**config.mk**
```make
export PLATFORM = sky130hd
export DESIGN_NAME = json_lexer_byte_stream
export DESIGN_NICKNAME = d
export VERILOG_FILES = /design/src/rtl/jlx_pkg.sv /design/src/rtl/json_lexer_byte_stream.sv /design/src/rtl/jlx_core.sv
export SDC_FILE = /design/constraint.sdc
export NUM_CORES = 1
export LEC_CHECK = 0
export BUFFER_PORTS_ARGS = -buffer_cell sky130_fd_sc_hd__buf_2
export CAP_MARGIN = 40
export CORE_MARGIN = 10
export CORE_UTILIZATION = 45
export DETAILED_ROUTE_END_ITERATION = 10
export GPL_ROUTABILITY_DRIVEN = 0
export HOLD_SLACK_MARGIN = 0.06
export PLACE_DENSITY = 0.58
export SYNTH_ARGS = -nofsm -noshare
export SYNTH_HDL_FRONTEND = slang
export SYNTH_SLANG_ARGS = --single-unit
```
**constraint.sdc**
```tcl
create_clock -name clk -period 4.66 [get_ports clk]
set_input_delay 0.233 -clock clk [delete_from_list [all_inputs] [get_ports clk]]
set_output_delay 0.233 -clock clk [all_outputs]
set_load 0.02 [all_outputs]
```
**src/rtl/jlx_pkg.sv**
```systemverilog
// shared types, codes and character classes of the json lexer
package jlx_pkg;

  typedef logic [3:0] mode_t;
  typedef logic [4:0] kind_t;
  typedef logic [7:0] char_t;

  // lexer modes
  localparam mode_t M_IDLE   = 4'd0;
  localparam mode_t M_SLASH  = 4'd1;
  localparam mode_t M_LINE   = 4'd2;
  localparam mode_t M_BLOCK  = 4'd3;
  localparam mode_t M_BSTAR  = 4'd4;
  localparam mode_t M_MINUS  = 4'd5;
  localparam mode_t M_STRING = 4'd6;
  localparam mode_t M_ESC    = 4'd7;
  localparam mode_t M_IDENT  = 4'd8;
  localparam mode_t M_NUMBER = 4'd9;

  // token kinds
  localparam kind_t K_END       = 5'd0;
  localparam kind_t K_DOT       = 5'd1;
  localparam kind_t K_COMMA     = 5'd2;
  localparam kind_t K_COLON     = 5'd3;
  localparam kind_t K_SEMICOLON = 5'd4;
  localparam kind_t K_STAR      = 5'd5;
  localparam kind_t K_EQUALS    = 5'd6;
  localparam kind_t K_LPAREN    = 5'd7;
  localparam kind_t K_RPAREN    = 5'd8;
  localparam kind_t K_LBRACKET  = 5'd9;
  localparam kind_t K_RBRACKET  = 5'd10;
  localparam kind_t K_LBRACE    = 5'd11;
  localparam kind_t K_RBRACE    = 5'd12;
  localparam kind_t K_STRING    = 5'd13;
  localparam kind_t K_IDENT     = 5'd14;
  localparam kind_t K_INT       = 5'd15;
  localparam kind_t K_FLOAT     = 5'd16;
  localparam kind_t K_UNKNOWN   = 5'd17;

  // characters
  localparam char_t CH_NUL    = 8'h00;
  localparam char_t CH_TAB    = 8'h09;
  localparam char_t CH_LF     = 8'h0A;
  localparam char_t CH_VT     = 8'h0B;
  localparam char_t CH_FF     = 8'h0C;
  localparam char_t CH_CR     = 8'h0D;
  localparam char_t CH_SPACE  = 8'h20;
  localparam char_t CH_QUOTE  = 8'h22;
  localparam char_t CH_LPAREN = 8'h28;
  localparam char_t CH_RPAREN = 8'h29;
  localparam char_t CH_STAR   = 8'h2A;
  localparam char_t CH_PLUS   = 8'h2B;
  localparam char_t CH_COMMA  = 8'h2C;
  localparam char_t CH_MINUS  = 8'h2D;
  localparam char_t CH_DOT    = 8'h2E;
  localparam char_t CH_SLASH  = 8'h2F;
  localparam char_t CH_COLON  = 8'h3A;
  localparam char_t CH_SEMI   = 8'h3B;
  localparam char_t CH_EQUALS = 8'h3D;
  localparam char_t CH_LBRACK = 8'h5B;
  localparam char_t CH_BSLASH = 8'h5C;
  localparam char_t CH_RBRACK = 8'h5D;
  localparam char_t CH_LBRACE = 8'h7B;
  localparam char_t CH_RBRACE = 8'h7D;

  // result queue depth
  localparam int QDEPTH = 4;

  function automatic logic is_digit(input char_t b);
    return (b >= 8'h30) && (b <= 8'h39);
  endfunction

  function automatic logic is_alpha(input char_t b);
    return ((b >= 8'h61) && (b <= 8'h7A)) || ((b >= 8'h41) && (b <= 8'h5A));
  endfunction

  function automatic logic is_skip(input char_t b);
    return (b == CH_TAB) || (b == CH_VT) || (b == CH_FF) || (b == CH_SPACE) ||
           (b == CH_CR) || (b == CH_LF);
  endfunction

  // single-character token kind, K_END when the byte is no punctuation
  function automatic kind_t punct_kind(input char_t b);
    kind_t k;
    k = K_END;
    case (b)
      CH_DOT:    k = K_DOT;
      CH_COMMA:  k = K_COMMA;
      CH_COLON:  k = K_COLON;
      CH_SEMI:   k = K_SEMICOLON;
      CH_STAR:   k = K_STAR;
      CH_EQUALS: k = K_EQUALS;
      CH_LPAREN: k = K_LPAREN;
      CH_RPAREN: k = K_RPAREN;
      CH_LBRACK: k = K_LBRACKET;
      CH_RBRACK: k = K_RBRACKET;
      CH_LBRACE: k = K_LBRACE;
      CH_RBRACE: k = K_RBRACE;
      default:   k = K_END;
    endcase
    return k;
  endfunction

endpackage

```
**src/rtl/json_lexer_byte_stream.sv**
```systemverilog
// top level of the streaming json lexer with comment skipping
// json_lexer_byte_stream: cuts a byte stream into json-style tokens
//
// input channel: one text byte per transfer (in_valid / in_ready); a zero
//   byte ends the stream, emits the end token and returns the lexer to reset
// output channel: one token per transfer (out_valid / out_ready) with kind,
//   start offset, length and last_of_run, which marks the final token that
//   a byte caused (a byte causes zero, one or two tokens)
// path: a byte is captured in an input register; once the queue has room,
//   the lexer logic updates the mode and open-token registers and writes
//   its tokens into a four-entry result queue, whose head drives out_valid
//   and the token fields
// throughput: one byte per cycle while the receiver keeps up; the output
//   drains one token per cycle, so bytes that cause two tokens (a closed
//   identifier, number or lone slash/minus followed by a one-byte token,
//   or a string cut by the zero byte) cost it an extra transfer each, and
//   the queue must have room for two tokens before a byte is processed
// reset (rst_n low, synchronous): lexer idle, position zero, queue empty
// stall: with out_ready low, tokens wait in the queue; once it cannot take
//   two more, the held byte waits and in_ready drops
module json_lexer_byte_stream #(
  parameter int OFFSET_BITS = 16
) (
  input  logic                   clk,
  input  logic                   rst_n,
  input  logic                   in_valid,
  output logic                   in_ready,
  input  logic [7:0]             in_text_byte,
  output logic                   out_valid,
  input  logic                   out_ready,
  output logic [4:0]             out_token_kind,
  output logic [OFFSET_BITS-1:0] out_start_offset,
  output logic [OFFSET_BITS-1:0] out_token_length,
  output logic                   out_last_of_run
);
  import jlx_pkg::*;

  localparam int PTR_BITS = $clog2(QDEPTH);
  localparam int CNT_BITS = $clog2(QDEPTH + 1);

  // input register
  logic  byte_vld_r;
  char_t byte_r;

  // lexer state
  mode_t                  mode_r, mode_nxt;
  logic                   seen_dot_r, seen_dot_nxt;
  logic [OFFSET_BITS-1:0] byte_pos_r, byte_pos_nxt;
  logic [OFFSET_BITS-1:0] open_start_r, open_start_nxt;
  logic [OFFSET_BITS-1:0] open_len_r, open_len_nxt;

  // tokens from the lexer logic
  logic [1:0]             res_cnt;
  kind_t                  res_kind [2];
  logic [OFFSET_BITS-1:0] res_start [2];
  logic [OFFSET_BITS-1:0] res_len [2];

  // result queue
  kind_t                  q_kind_r  [QDEPTH];
  logic [OFFSET_BITS-1:0] q_start_r [QDEPTH];
  logic [OFFSET_BITS-1:0] q_len_r   [QDEPTH];
  logic                   q_last_r  [QDEPTH];
  logic [PTR_BITS-1:0]    wr_ptr_r, rd_ptr_r;
  logic [CNT_BITS-1:0]    q_cnt_r, q_cnt_nxt;
  logic [PTR_BITS-1:0]    wr_ptr_p1;

  logic pop;
  logic room;
  logic proc;
  logic [1:0] push_cnt;

  jlx_core #(
    .OFFSET_BITS(OFFSET_BITS)
  ) u_core (
    .mode           (mode_r),
    .seen_dot       (seen_dot_r),
    .byte_pos       (byte_pos_r),
    .open_start     (open_start_r),
    .open_len       (open_len_r),
    .text_byte      (byte_r),
    .mode_nxt       (mode_nxt),
    .seen_dot_nxt   (seen_dot_nxt),
    .byte_pos_nxt   (byte_pos_nxt),
    .open_start_nxt (open_start_nxt),
    .open_len_nxt   (open_len_nxt),
    .res_cnt        (res_cnt),
    .res_kind       (res_kind),
    .res_start      (res_start),
    .res_len        (res_len)
  );

  // output side pops the queue head
  assign out_valid        = (q_cnt_r != '0);
  assign pop              = out_valid && out_ready;
  assign out_token_kind   = q_kind_r[rd_ptr_r];
  assign out_start_offset = q_start_r[rd_ptr_r];
  assign out_token_length = q_len_r[rd_ptr_r];
  assign out_last_of_run  = q_last_r[rd_ptr_r];

  // a held byte is processed once the queue can take two tokens
  assign room     = ({1'b0, q_cnt_r} + (CNT_BITS + 1)'(2)) <=
                    ((CNT_BITS + 1)'(QDEPTH) + {{CNT_BITS{1'b0}}, pop});
  assign proc     = byte_vld_r && room;
  assign in_ready = !byte_vld_r || proc;
  assign push_cnt = proc ? res_cnt : 2'd0;

  assign wr_ptr_p1 = wr_ptr_r + PTR_BITS'(1);
  assign q_cnt_nxt = q_cnt_r + CNT_BITS'(push_cnt) - CNT_BITS'(pop);

  // control registers
  always_ff @(posedge clk) begin
    if (!rst_n) begin
      byte_vld_r   <= 1'b0;
      mode_r       <= M_IDLE;
      seen_dot_r   <= 1'b0;
      byte_pos_r   <= '0;
      open_start_r <= '0;
      open_len_r   <= '0;
      wr_ptr_r     <= '0;
      rd_ptr_r     <= '0;
      q_cnt_r      <= '0;
    end else begin
      if (in_ready) begin
        byte_vld_r <= in_valid;
      end
      if (proc) begin
        mode_r       <= mode_nxt;
        seen_dot_r   <= seen_dot_nxt;
        byte_pos_r   <= byte_pos_nxt;
        open_start_r <= open_start_nxt;
        open_len_r   <= open_len_nxt;
      end
      wr_ptr_r <= wr_ptr_r + PTR_BITS'(push_cnt);
      if (pop) begin
        rd_ptr_r <= rd_ptr_r + PTR_BITS'(1);
      end
      q_cnt_r <= q_cnt_nxt;
    end
  end

  // payload registers
  always_ff @(posedge clk) begin
    if (in_ready && in_valid) begin
      byte_r <= in_text_byte;
    end
    if (push_cnt != 2'd0) begin
      q_kind_r[wr_ptr_r]  <= res_kind[0];
      q_start_r[wr_ptr_r] <= res_start[0];
      q_len_r[wr_ptr_r]   <= res_len[0];
      q_last_r[wr_ptr_r]  <= (push_cnt == 2'd1);
    end
    if (push_cnt == 2'd2) begin
      q_kind_r[wr_ptr_p1]  <= res_kind[1];
      q_start_r[wr_ptr_p1] <= res_start[1];
      q_len_r[wr_ptr_p1]   <= res_len[1];
      q_last_r[wr_ptr_p1]  <= 1'b1;
    end
  end

endmodule

```
**src/rtl/jlx_core.sv**
```systemverilog
// next-state and token logic of the lexer for one byte
module jlx_core #(
  parameter int OFFSET_BITS = 16
) (
  input  jlx_pkg::mode_t          mode,
  input  logic                    seen_dot,
  input  logic [OFFSET_BITS-1:0]  byte_pos,
  input  logic [OFFSET_BITS-1:0]  open_start,
  input  logic [OFFSET_BITS-1:0]  open_len,
  input  jlx_pkg::char_t          text_byte,
  output jlx_pkg::mode_t          mode_nxt,
  output logic                    seen_dot_nxt,
  output logic [OFFSET_BITS-1:0]  byte_pos_nxt,
  output logic [OFFSET_BITS-1:0]  open_start_nxt,
  output logic [OFFSET_BITS-1:0]  open_len_nxt,
  output logic [1:0]              res_cnt,
  output jlx_pkg::kind_t          res_kind [2],
  output logic [OFFSET_BITS-1:0]  res_start [2],
  output logic [OFFSET_BITS-1:0]  res_len [2]
);
  import jlx_pkg::*;

  localparam logic [OFFSET_BITS-1:0] ONE = OFFSET_BITS'(1);

  function automatic logic [OFFSET_BITS-1:0] sat_inc(input logic [OFFSET_BITS-1:0] v);
    return (&v) ? v : v + ONE;
  endfunction

  logic                   fresh;
  logic                   close_vld;
  kind_t                  close_kind;
  logic [OFFSET_BITS-1:0] close_len;
  logic                   own_vld;
  kind_t                  own_kind;
  logic [OFFSET_BITS-1:0] own_start;
  logic                   is_end;
  logic                   b_nul;

  assign b_nul = (text_byte == CH_NUL);

  always_comb begin
    mode_nxt       = mode;
    seen_dot_nxt   = seen_dot;
    open_start_nxt = open_start;
    open_len_nxt   = open_len;
    fresh          = 1'b0;
    close_vld      = 1'b0;
    close_kind     = K_UNKNOWN;
    close_len      = open_len;
    own_vld        = 1'b0;
    own_kind       = K_UNKNOWN;
    own_start      = byte_pos;
    is_end         = 1'b0;

    // continue or close the open token
    unique case (mode)
      M_SLASH: begin
        if (text_byte == CH_SLASH) begin
          mode_nxt = M_LINE;
        end else if (text_byte == CH_STAR) begin
          mode_nxt = M_BLOCK;
        end else begin
          close_vld = 1'b1;
          close_len = ONE;
          fresh     = 1'b1;
        end
      end
      M_LINE: begin
        if (b_nul) begin
          fresh = 1'b1;
        end else if ((text_byte == CH_CR) || (text_byte == CH_LF)) begin
          mode_nxt = M_IDLE;
        end
      end
      M_BLOCK: begin
        if (b_nul) begin
          fresh = 1'b1;
        end else if (text_byte == CH_STAR) begin
          mode_nxt = M_BSTAR;
        end
      end
      M_BSTAR: begin
        if (b_nul) begin
          fresh = 1'b1;
        end else if (text_byte == CH_SLASH) begin
          mode_nxt = M_IDLE;
        end else if (text_byte != CH_STAR) begin
          mode_nxt = M_BLOCK;
        end
      end
      M_MINUS: begin
        if (is_digit(text_byte)) begin
          mode_nxt     = M_NUMBER;
          seen_dot_nxt = 1'b0;
          open_len_nxt = OFFSET_BITS'(2);
        end else begin
          close_vld = 1'b1;
          close_len = ONE;
          fresh     = 1'b1;
        end
      end
      M_STRING: begin
        if (b_nul) begin
          close_vld  = 1'b1;
          close_kind = K_STRING;
          fresh      = 1'b1;
        end else if (text_byte == CH_QUOTE) begin
          close_vld  = 1'b1;
          close_kind = K_STRING;
          mode_nxt   = M_IDLE;
        end else begin
          open_len_nxt = sat_inc(open_len);
          if (text_byte == CH_BSLASH) begin
            mode_nxt = M_ESC;
          end
        end
      end
      M_ESC: begin
        if (b_nul) begin
          close_vld  = 1'b1;
          close_kind = K_STRING;
          fresh      = 1'b1;
        end else begin
          open_len_nxt = sat_inc(open_len);
          mode_nxt     = M_STRING;
        end
      end
      M_IDENT: begin
        if (is_alpha(text_byte) || is_digit(text_byte)) begin
          open_len_nxt = sat_inc(open_len);
        end else begin
          close_vld  = 1'b1;
          close_kind = K_IDENT;
          fresh      = 1'b1;
        end
      end
      M_NUMBER: begin
        if (is_digit(text_byte) || (text_byte == CH_DOT)) begin
          open_len_nxt = sat_inc(open_len);
          if (text_byte == CH_DOT) begin
            seen_dot_nxt = 1'b1;
          end
        end else begin
          close_vld  = 1'b1;
          close_kind = seen_dot ? K_FLOAT : K_INT;
          fresh      = 1'b1;
        end
      end
      default: begin
        fresh = 1'b1;
      end
    endcase

    // the byte on its own, between tokens
    if (fresh) begin
      mode_nxt = M_IDLE;
      if (b_nul) begin
        own_vld  = 1'b1;
        own_kind = K_END;
        is_end   = 1'b1;
      end else if (is_skip(text_byte)) begin
        mode_nxt = M_IDLE;
      end else if (text_byte == CH_SLASH) begin
        mode_nxt       = M_SLASH;
        open_start_nxt = byte_pos;
        open_len_nxt   = ONE;
      end else if (text_byte == CH_MINUS) begin
        mode_nxt       = M_MINUS;
        open_start_nxt = byte_pos;
        open_len_nxt   = ONE;
      end else if (text_byte == CH_QUOTE) begin
        mode_nxt       = M_STRING;
        open_start_nxt = sat_inc(byte_pos);
        open_len_nxt   = '0;
      end else if (is_alpha(text_byte)) begin
        mode_nxt       = M_IDENT;
        open_start_nxt = byte_pos;
        open_len_nxt   = ONE;
      end else if (is_digit(text_byte) || (text_byte == CH_PLUS)) begin
        mode_nxt       = M_NUMBER;
        open_start_nxt = byte_pos;
        open_len_nxt   = ONE;
        seen_dot_nxt   = 1'b0;
      end else if (punct_kind(text_byte) != K_END) begin
        own_vld  = 1'b1;
        own_kind = punct_kind(text_byte);
      end else begin
        own_vld  = 1'b1;
        own_kind = K_UNKNOWN;
      end
    end

    // zero byte brings the whole state back to reset
    if (is_end) begin
      mode_nxt       = M_IDLE;
      seen_dot_nxt   = 1'b0;
      open_start_nxt = '0;
      open_len_nxt   = '0;
      byte_pos_nxt   = '0;
    end else begin
      byte_pos_nxt = sat_inc(byte_pos);
    end
  end

  // pack the closed token first, then the byte's own token
  always_comb begin
    res_cnt      = {1'b0, close_vld} + {1'b0, own_vld};
    res_kind[0]  = close_vld ? close_kind : own_kind;
    res_start[0] = close_vld ? open_start : own_start;
    res_len[0]   = close_vld ? close_len : ONE;
    res_kind[1]  = own_kind;
    res_start[1] = own_start;
    res_len[1]   = ONE;
  end

endmodule
```
=== After elaboration in Yosys (flattened, before gate mapping) ===
Memories as Yosys holds them, arrays and structs flattened. A register that Yosys moved wholly into a read port is not among the register bits.
Cells that the tools add are included.

* Register bits: 69
* Memory bits (writable): 152
* Input port bits: 12
* Output and inout port bits: 40
* Word-level logic and storage cells: 238
* Memories kept: 4

{| class="wikitable"
|+ Memories
! name !! words !! bits a word !! rd ports !! clocked after Yosys merged registers in !! wr ports !! line !! text
|-
| q_len_r || 4 || 16 || 1 || 1 || 2 || json_lexer_byte_stream.sv:61 || <nowiki>logic [OFFSET_BITS-1:0] q_len_r [QDEPTH];</nowiki>
|-
| q_start_r || 4 || 16 || 1 || 1 || 2 || json_lexer_byte_stream.sv:60 || <nowiki>logic [OFFSET_BITS-1:0] q_start_r [QDEPTH];</nowiki>
|-
| q_kind_r || 4 || 5 || 1 || 1 || 2 || json_lexer_byte_stream.sv:59 || <nowiki>kind_t q_kind_r [QDEPTH];</nowiki>
|-
| q_last_r || 4 || 1 || 1 || 1 || 2 || json_lexer_byte_stream.sv:62 || <nowiki>logic q_last_r [QDEPTH];</nowiki>
|}

* Add/sub/neg operators: 10
* $lt $le $gt $ge: 7
* Eq/ne operators: 48
* Muxes and demuxes: 129
* Reduce and logical (&&, ||, !) cells: 30

{| class="wikitable"
|+ Operators with widths
! cell !! count
|-
| 16-bit two-way mux || 32
|-
| 5-bit two-way mux || 24
|-
| 8-bit by 6-bit == test with 1-bit output (second input constant) || 13
|-
| 4-bit two-way mux || 23
|-
| 16-bit one-hot mux with 5 select lines || 1
|-
| 4-bit one-hot mux with 12 select lines || 1
|-
| 8-bit by 4-bit == test with 1-bit output (second input constant) || 5
|-
| 8-bit by 7-bit == test with 1-bit output (second input constant) || 5
|-
| 1-bit two-way mux || 33
|-
| 16-bit by 1-bit adder with 16-bit output (second input constant) || 2
|-
| 16-bit one-hot mux with 2 select lines || 1
|-
| 16-bit AND reduction || 2
|-
| 4-bit one-hot mux with 7 select lines || 1
|-
| 4-bit by 2-bit inequality test with 1-bit output (second input constant) || 5
|-
| 5-bit one-hot mux with 4 select lines || 1
|-
| 2-bit two-way mux || 9
|-
| 4-bit by 3-bit == test with 1-bit output (second input constant) || 4
|-
| 8-bit by 7-bit >= comparator with 1-bit output (second input constant) || 2
|-
| 8-bit by 7-bit <= comparator with 1-bit output (second input constant) || 2
|-
| 5-bit by 1-bit inequality test with 1-bit output (second input constant) || 3
|-
| 13-bit AND reduction || 1
|-
| 4-bit by 1-bit inequality test with 1-bit output (second input constant) || 3
|-
| 1-bit logical OR || 11
|-
| 9-bit nonzero test || 1
|-
| 29 further kinds || 39
|}

=== Depth between registers and ports, before layout ===
Gate-level depths: netlist of run 1.

* Depth in word-level cells: 22
* Gate-level depth with buffers: 17
* Mapped depth without buffers: 14

=== Modules after synthesis ===
A second synthesis of run 1 with hierarchy kept.

* Cells, all modules: 1,229
* Area, all modules: 13,839.5 um2

{| class="wikitable"
|+ By module, submodules not included
! module !! instances !! cells each !! area an instance (um2) !! sequential area each (um2)
|-
| json_lexer_byte_stream || 1 || 697 || 10,211.0 || 6,025.8
|-
| jlx_core || 1 || 532 || 3,628.5 || 0.0
|}

=== Worst setup path after synthesis of run 1 ===
No wires, ideal clock.

* Kind: register -> register
* Start point: register byte_r[6]
* End point: memory q_kind_r[0][0] in the netlist's numbering (enable)
* Library setup time: 0.377 ns
* Arrival time: 3.784 ns
* Required time: 4.283 ns
* Setup slack: 0.500 ns
* Stages on the path, launching flop included: 14
* Buffers on the path: 2
* Clock period less this slack: 4.160 ns
* Cells stage by stage: edfxtp_1 > buf_2 > or2_1 > or3_4 > nand3_2 > nand3_4 > nor3_4 > inv_2 > ha_1 > clkbuf_1 > o21ai_1 > nor3_1 > nor2_1 > inv_1

{| class="wikitable"
|+ RTL lines
! element !! line !! text
|-
| start, declared || json_lexer_byte_stream.sv:43 || <nowiki>char_t byte_r;</nowiki>
|-
| start signal, assigned || json_lexer_byte_stream.sv:144 || <nowiki>byte_r <= in_text_byte;</nowiki>
|-
| end, declared || json_lexer_byte_stream.sv:59 ||
|}

==> results of run 1 <==
==> sequential cells by signal (all words and copies together) (netlist names), 3 cells and up, named ones only <==
signal	count
q_len_r	64
q_start_r	64
q_kind_r	20
byte_pos_r	16
open_len_r	16
open_start_r	16
byte_r	8
mode_r	4
q_last_r	4
q_cnt_r	3
==> cell usage after synthesis, drive strengths merged, types with 5 or more instances <==
library cell and number:
dfxtp 131, edfxtp 92, nand2 75, clkbuf 67
mux2 66, a32o 61, nor2 61, o21ai 59
a21oi 43, mux4 38, nand3 35, buf 31
nor3 26, inv 23, and2 22, nor2b 19
o22ai 16, a22oi 12, a31oi 12, o211ai 12
xnor2 12, nand2b 11, nand4 10, ha 9
and3 8, mux2i 8, nor4 8, a21o 7
nor3b 7, xor2 7, a211o 6, a21boi 6
nand3b 5, nor4b 5, o21a 5, o31ai 5
or3 5
==> per-layer routing <==
layer / vias to the layer above / track usage / routed length, µm
met5: - / 0 / 0
met4: 0 / 0.0433 / 546
met3: 40 / 0.0270 / 1460
met2: 211 / 0.306 / 14800
met1: 4356 / 0.237 / 13600
li1: 4241 / - / -
==> how the worst max path moves through the flow <==
stage	from	endpoint	slack, ns
6_report	byte_r[3]$_DFFE_PP_	q_start_r[2][1]$_DFFE_PP_	0.44
5_1_grt	byte_r[3]$_DFFE_PP_	q_start_r[3][4]$_DFFE_PP_	0.14
4_1_cts	byte_r[3]$_DFFE_PP_	q_start_r[1][3]$_DFFE_PP_	0.50
3_5_place_dp	byte_r[3]$_DFFE_PP_	q_start_r[1][10]$_DFFE_PP_	0.50
3_3_place_gp	byte_r[3]$_DFFE_PP_	q_start_r[0][0]$_DFFE_PP_	0.59
2_1_floorplan	byte_r[6]$_DFFE_PP_	q_kind_r[0][0]$_DFFE_PP_	0.50
==> worst reg2reg max path, delay by kind of cell (launching register included) <==
| family | cells | cell delay, ns |
|---|---|---|
| fa+ha+maj | 1 | 0.33 |
| buf+inv | 2 | 0.35 |
| flops | 1 | 0.70 |
| mux | 1 | 0.40 |
| simple gates | 8 | 2.20 |
==> cells by family (layout without fill, tap and decap cells) <==
kind of cell | count (synthesis) | after routing | synth area share
compound gates | 286 | 286 | 0.179
xor+xnor | 19 | 19 | 0.0142
fa+ha+maj | 10 | 10 | 0.0113
buf+inv | 121 | 162 | 0.0432
flops | 223 | 223 | 0.459
mux | 112 | 112 | 0.143
simple gates | 316 | 316 | 0.150
==> power groups by stage <==
stage | Combinational, mW | Clock, mW | Sequential [mW]
global placement | 1.51 | 0 | 2.39
floorplan | 1.18 | 0 | 2.26
global route | 1.72 | 2.22 | 2.32
detailed placement | 1.59 | 0 | 2.35
finish | 1.57 | 2.10 | 2.30
CTS | 1.60 | 2.14 | 2.30
==> area by class of cell <==
class,instances,area (µm²),area share
sequential,223,5390,0.406
inverter,23,86.3,0.00651
clock buffer,36,779,0.0588
timing repair buffer,92,606,0.0457
tap,335,419,0.0316
multi-input combinational,743,5850,0.441
clock inverter,11,130,0.00982
==> through the flow <==
step                cell area, µm²  setup WS (ns)  power [mW]  cells
floorplan                    11700          0.500        3.45   1087
global placement             12200          0.588        3.90   1405
detailed placement           12300          0.503        3.93   1407
CTS                          13300          0.495        6.04   1463
global route                 13300          0.136        6.26   1463
finish                       13300          0.437        5.97   1463
==> impl_metrics.toml, run 1 <==
[logic_synthesis]
synth_edf_count = 92
async_reset_ff_frac = 0
postSynthCellCount = 1087
ys_seq_area_frac = 0.459
synth.largest_area_cell = "edfxtp_1"
synth_seq_cells = 223
yosysTopAreaCellShare = 0.235
ys_types = 90
synth_nets = 1109
synth_area_leaders = "edfxtp_1 24%, dfxtp_1 22%, mux4_2 7.3%"
synth_warnings = 0
avgSynthCellArea_um2 = 10.8
synthFlopType = "dfxtp_1"
syn_area_um2 = 11700

[sta]
fin_crit_sh = 0.906
worst_hold_slack_ns = 0.316
slew_violations = 0
tightest_slew_ns = 0.838
finClkSkew_ns = 0.0207
hold_violations = 0
rsz0062_at_grt = "no"
min_period_ns = 4.22
finalSetupViolCount = 0
fin_tns_setup_ns = 0
max_freq_mhz = 237
slew_headroom = 0.441

[clock_network]
cts_buffer_depth = 3
cts_hold_buffers = 9
cts_setup_buffers = 0
cts_tree = "done"
path_clk_slew_ns = 0.06
cts-buffers-inserted = 26
cts_sinks = 223
htree_levels = 1
clk-insertion-delay-late_ns = 0.53
cts-resized-gates = 0
cts_root_buf = "clkbuf_16"

[drt]
drc = 0
viasPerCell = 6.05
wl_per_cell_um = 20.8
first_pass_iters = 5
first_iter_violations = 627
detail-route-antenna-nets = 0
routed_wl_um = 30500
vias = 8848

[worst_setup_path]
timing.rr.end = "q_start_r[2][1]$_DFFE_PP_"
crit_buf_inv = 2
crit_chain = "nand4b_1 -> or3_4 -> nand3_2 -> nand3_4 -> nor3_4 -> inv_2 -> ha_1 -> nand2_1 -> nor3_1 -> buf_4 -> nor2_4 -> mux2_2"
critPathRequiredTime_ns = 4.93
crit_family = "simple AND/OR/NAND/NOR gates"
cp.depth = 12
reg2reg_depth = 12
crit_path_end_kind = "flop"
critPathKind = "reg -> reg"
crit_fanout = 18
slowest_stage = "edfxtp_1"
cp-start-kind = "flop"
r2r-start = "byte_r[3]$_DFFE_PP_"
critical-path-max-stage-delay_ns = 0.70
cp.arrival_ns = 4.49
reg2reg_slack_ns = 0.44

[pwr]
p_int_mw = 4.08
cellLeakagePower_nw = 4.66
p_seq_frac = 0.385
sw_frac_of_total = 0.317
peakVddDrop_mv = 0.317
combPwrFrac = 0.264
p_clk_frac = 0.351
power_density_nw_per_um2 = 451
switching_power_mw = 1.89

[place]
dpl.hpwl_um = 20800
port_buffers = 51

[finish]
fin_nets = 1131
drive_gt1_frac = 0.214
layout_commonest_cell = "dfxtp_1"
final_util = 0.513
nFillCells = 2344
areaGrowthSynthToFinish_pct = 13.0
insertedDiodeCount = 0
final_cell_mix = "129 x dfxtp_1, 92 x edfxtp_1, 71 x nand2_1, 61 x a32o_1, 57 x nor2_1"

[worst_hold_path]
hp-start = "rst_n"
worstHoldPathCells = 3
hp-class = "in -> reg"
whs_endpoint = "seen_dot_r$_SDFFE_PN0P_"

[global_route]
grt_start_max_net_pins = 71
antenna_found_initial = 0
grt_pass1_vias = 8804
grtUsageTotal = 0.181
grt_pass1_wl_um = 49400
grt-ovfl-total = 0

[floorplan]
core_area_um2 = 25800
rows = 59
chipWidth_um = 181
fp.dieH_um = 181
num_io_pins = 52
initial_utilization = 0.454
die_area_um2 = 32900

[run]
max_cap_viol_count = 0

[status]
outcome = "complete, no violations"
No activity file was read; power rests on OpenSTA's default activity.
==> run 2: changes to the inputs <==
CTS_BUF_LIST = sky130_fd_sc_hd__clkbuf_4 sky130_fd_sc_hd__clkbuf_8   (was unset)
PLACE_DENSITY = 0.67   (was 0.58)
==> impl_metrics.toml, run 2 (synthesis results as in run 1) <==
[status]
outcome = "complete, no violations"

[clock_network]
cts-buffers-inserted = 38
cts_root_buf = "clkbuf_8"
clk-insertion-delay-late_ns = 0.54
cts-resized-gates = 0
cts_sinks = 223
htree_levels = 2
cts_tree = "done"
path_clk_slew_ns = 0.06
cts_buffer_depth = 3

[floorplan]
fp.dieH_um = 181
die_area_um2 = 32900
initial_utilization = 0.454
chipWidth_um = 181
rows = 59
core_area_um2 = 25800
num_io_pins = 52

[worst_setup_path]
crit_fanout = 21
cp-start-kind = "flop"
critPathKind = "reg -> reg"
reg2reg_depth = 10
cp.arrival_ns = 4.51
crit_path_end_kind = "flop"
critPathRequiredTime_ns = 4.93

[finish]
areaGrowthSynthToFinish_pct = 12.4
fin_nets = 1138
top_regs = "q_len_r (64), q_start_r (64), q_kind_r (20)"
insertedDiodeCount = 0
layout_commonest_cell = "dfxtp_1"
drive_gt1_frac = 0.226
final_util = 0.510
final_cell_mix = "129 x dfxtp_1, 92 x edfxtp_1, 71 x nand2_1, 61 x a32o_1, 57 x nor2_1"

[worst_hold_path]
worstHoldPathCells = 3
hp-class = "in -> reg"

[place]
dpl.hpwl_um = 20400
port_buffers = 51

[sta]
hold_violations = 0
finalSetupViolCount = 0
min_period_ns = 4.24
fin_tns_setup_ns = 0
slew_headroom = 0.414
slew_violations = 0
rsz0062_at_grt = "no"
finClkSkew_ns = 0.0269
fin_crit_sh = 0.911
tightest_slew_ns = 0.879
max_freq_mhz = 236

[drt]
first_pass_iters = 5
first_iter_violations = 910
dr_wl_met3_um = 2200
routed_wl_um = 30500
viasPerCell = 6.17
vias = 9144
met2WireLength_um = 14600
drc = 0
wl_met1_um = 13000
detail-route-antenna-nets = 0
dr.max_layer_used = "met4"
wl_per_cell_um = 20.6

[pwr]
cellLeakagePower_nw = 4.65
sw_frac_of_total = 0.324
p_seq_frac = 0.395
p_clk_frac = 0.342
switching_power_mw = 1.91
peakVddDrop_mv = 0.275
combPwrFrac = 0.263
p_int_mw = 3.97
power_density_nw_per_um2 = 446

[global_route]
grt_pass1_wl_um = 49100
grtUsageTotal = 0.179
antenna_found_initial = 0
grt-ovfl-total = 0
grt_pass1_vias = 9005
grt_start_max_net_pins = 71

[run]
max_cap_viol_count = 0
==> run 2: cell count changes in the layout (fill, tap and decap cells not counted), moves of 4 or more <==
cell and delta:
clkbuf_16 -27, clkbuf_8 +42, buf_4 -4, clkbuf_4 +9
==> run 2: power groups by stage <==
stage / sequential, mW / clock (mW) / combinational [mW]
after floorplan: 2.26 / 0 / 1.18
after global placement: 2.39 / 0 / 1.48
after detailed placement: 2.36 / 0 / 1.54
after CTS: 2.32 / 2.04 / 1.56
after global routing: 2.34 / 2.12 / 1.68
final: 2.32 / 2.01 / 1.55
==> run 2: per-stage QoR <==
step | area [µm²] | setup WS [ns] | hold slack [ns] | std cells | total power [mW]
2_1_floorplan | 11700 | 0.500 | 0.332 | 1087 | 3.45
3_3_place_gp | 12200 | 0.545 | 0.413 | 1401 | 3.87
3_5_place_dp | 12200 | 0.470 | 0.415 | 1402 | 3.90
4_1_cts | 13200 | 0.453 | 0.286 | 1481 | 5.92
5_1_grt | 13200 | 0.0709 | 0.342 | 1481 | 6.14
6_report | 13200 | 0.415 | 0.317 | 1481 | 5.88
==> run 2: worst max-delay path, stage by stage, from the launching register on <==
cell and delay, ns:
edfxtp_1 0.75, o21ai_1 0.26, and2_0 0.34, nor3_1 0.51
nor3_2 0.12, nor3_2 0.38, ha_1 0.39, nand2_1 0.25
or3_1 0.45, nand2_2 0.18, mux2_2 0.35
==> run 2: worst paths after layout <==
check	from	to	slack [ns]
max	byte_r[1]$_DFFE_PP_	q_start_r[2][14]$_DFFE_PP_	0.42
min	rst_n	seen_dot_r$_SDFFE_PN0P_	0.32
max reg2reg	byte_r[1]$_DFFE_PP_	q_start_r[2][14]$_DFFE_PP_	0.42
min reg2reg	q_len_r[3][8]$_SDFFE_PP0P_	q_len_r[3][8]$_SDFFE_PP0P_	0.46
==> run 2: cell type report <==
class / count / area, µm²
well taps: 335 / 419
fillers: 2299 / 12700
clock buffers: 58 / 742
flip-flops and latches: 223 / 5390
inverters: 23 / 86.3
multi-input cells: 743 / 5850
repair buffers: 87 / 561
clock inverters: 12 / 140
==> run 2: timing repair <==
action	in CTS	in global routing
hold endpoints to repair	9	0
buffers inserted	0	0
hold buffers	9	0
==> run 2: metal layers <==
metal	up-vias	global-route usage
met4	0	0.0638
met3	62	0.0374
met5	-	0
met2	341	0.290
met1	4477	0.233
li1	4264	-
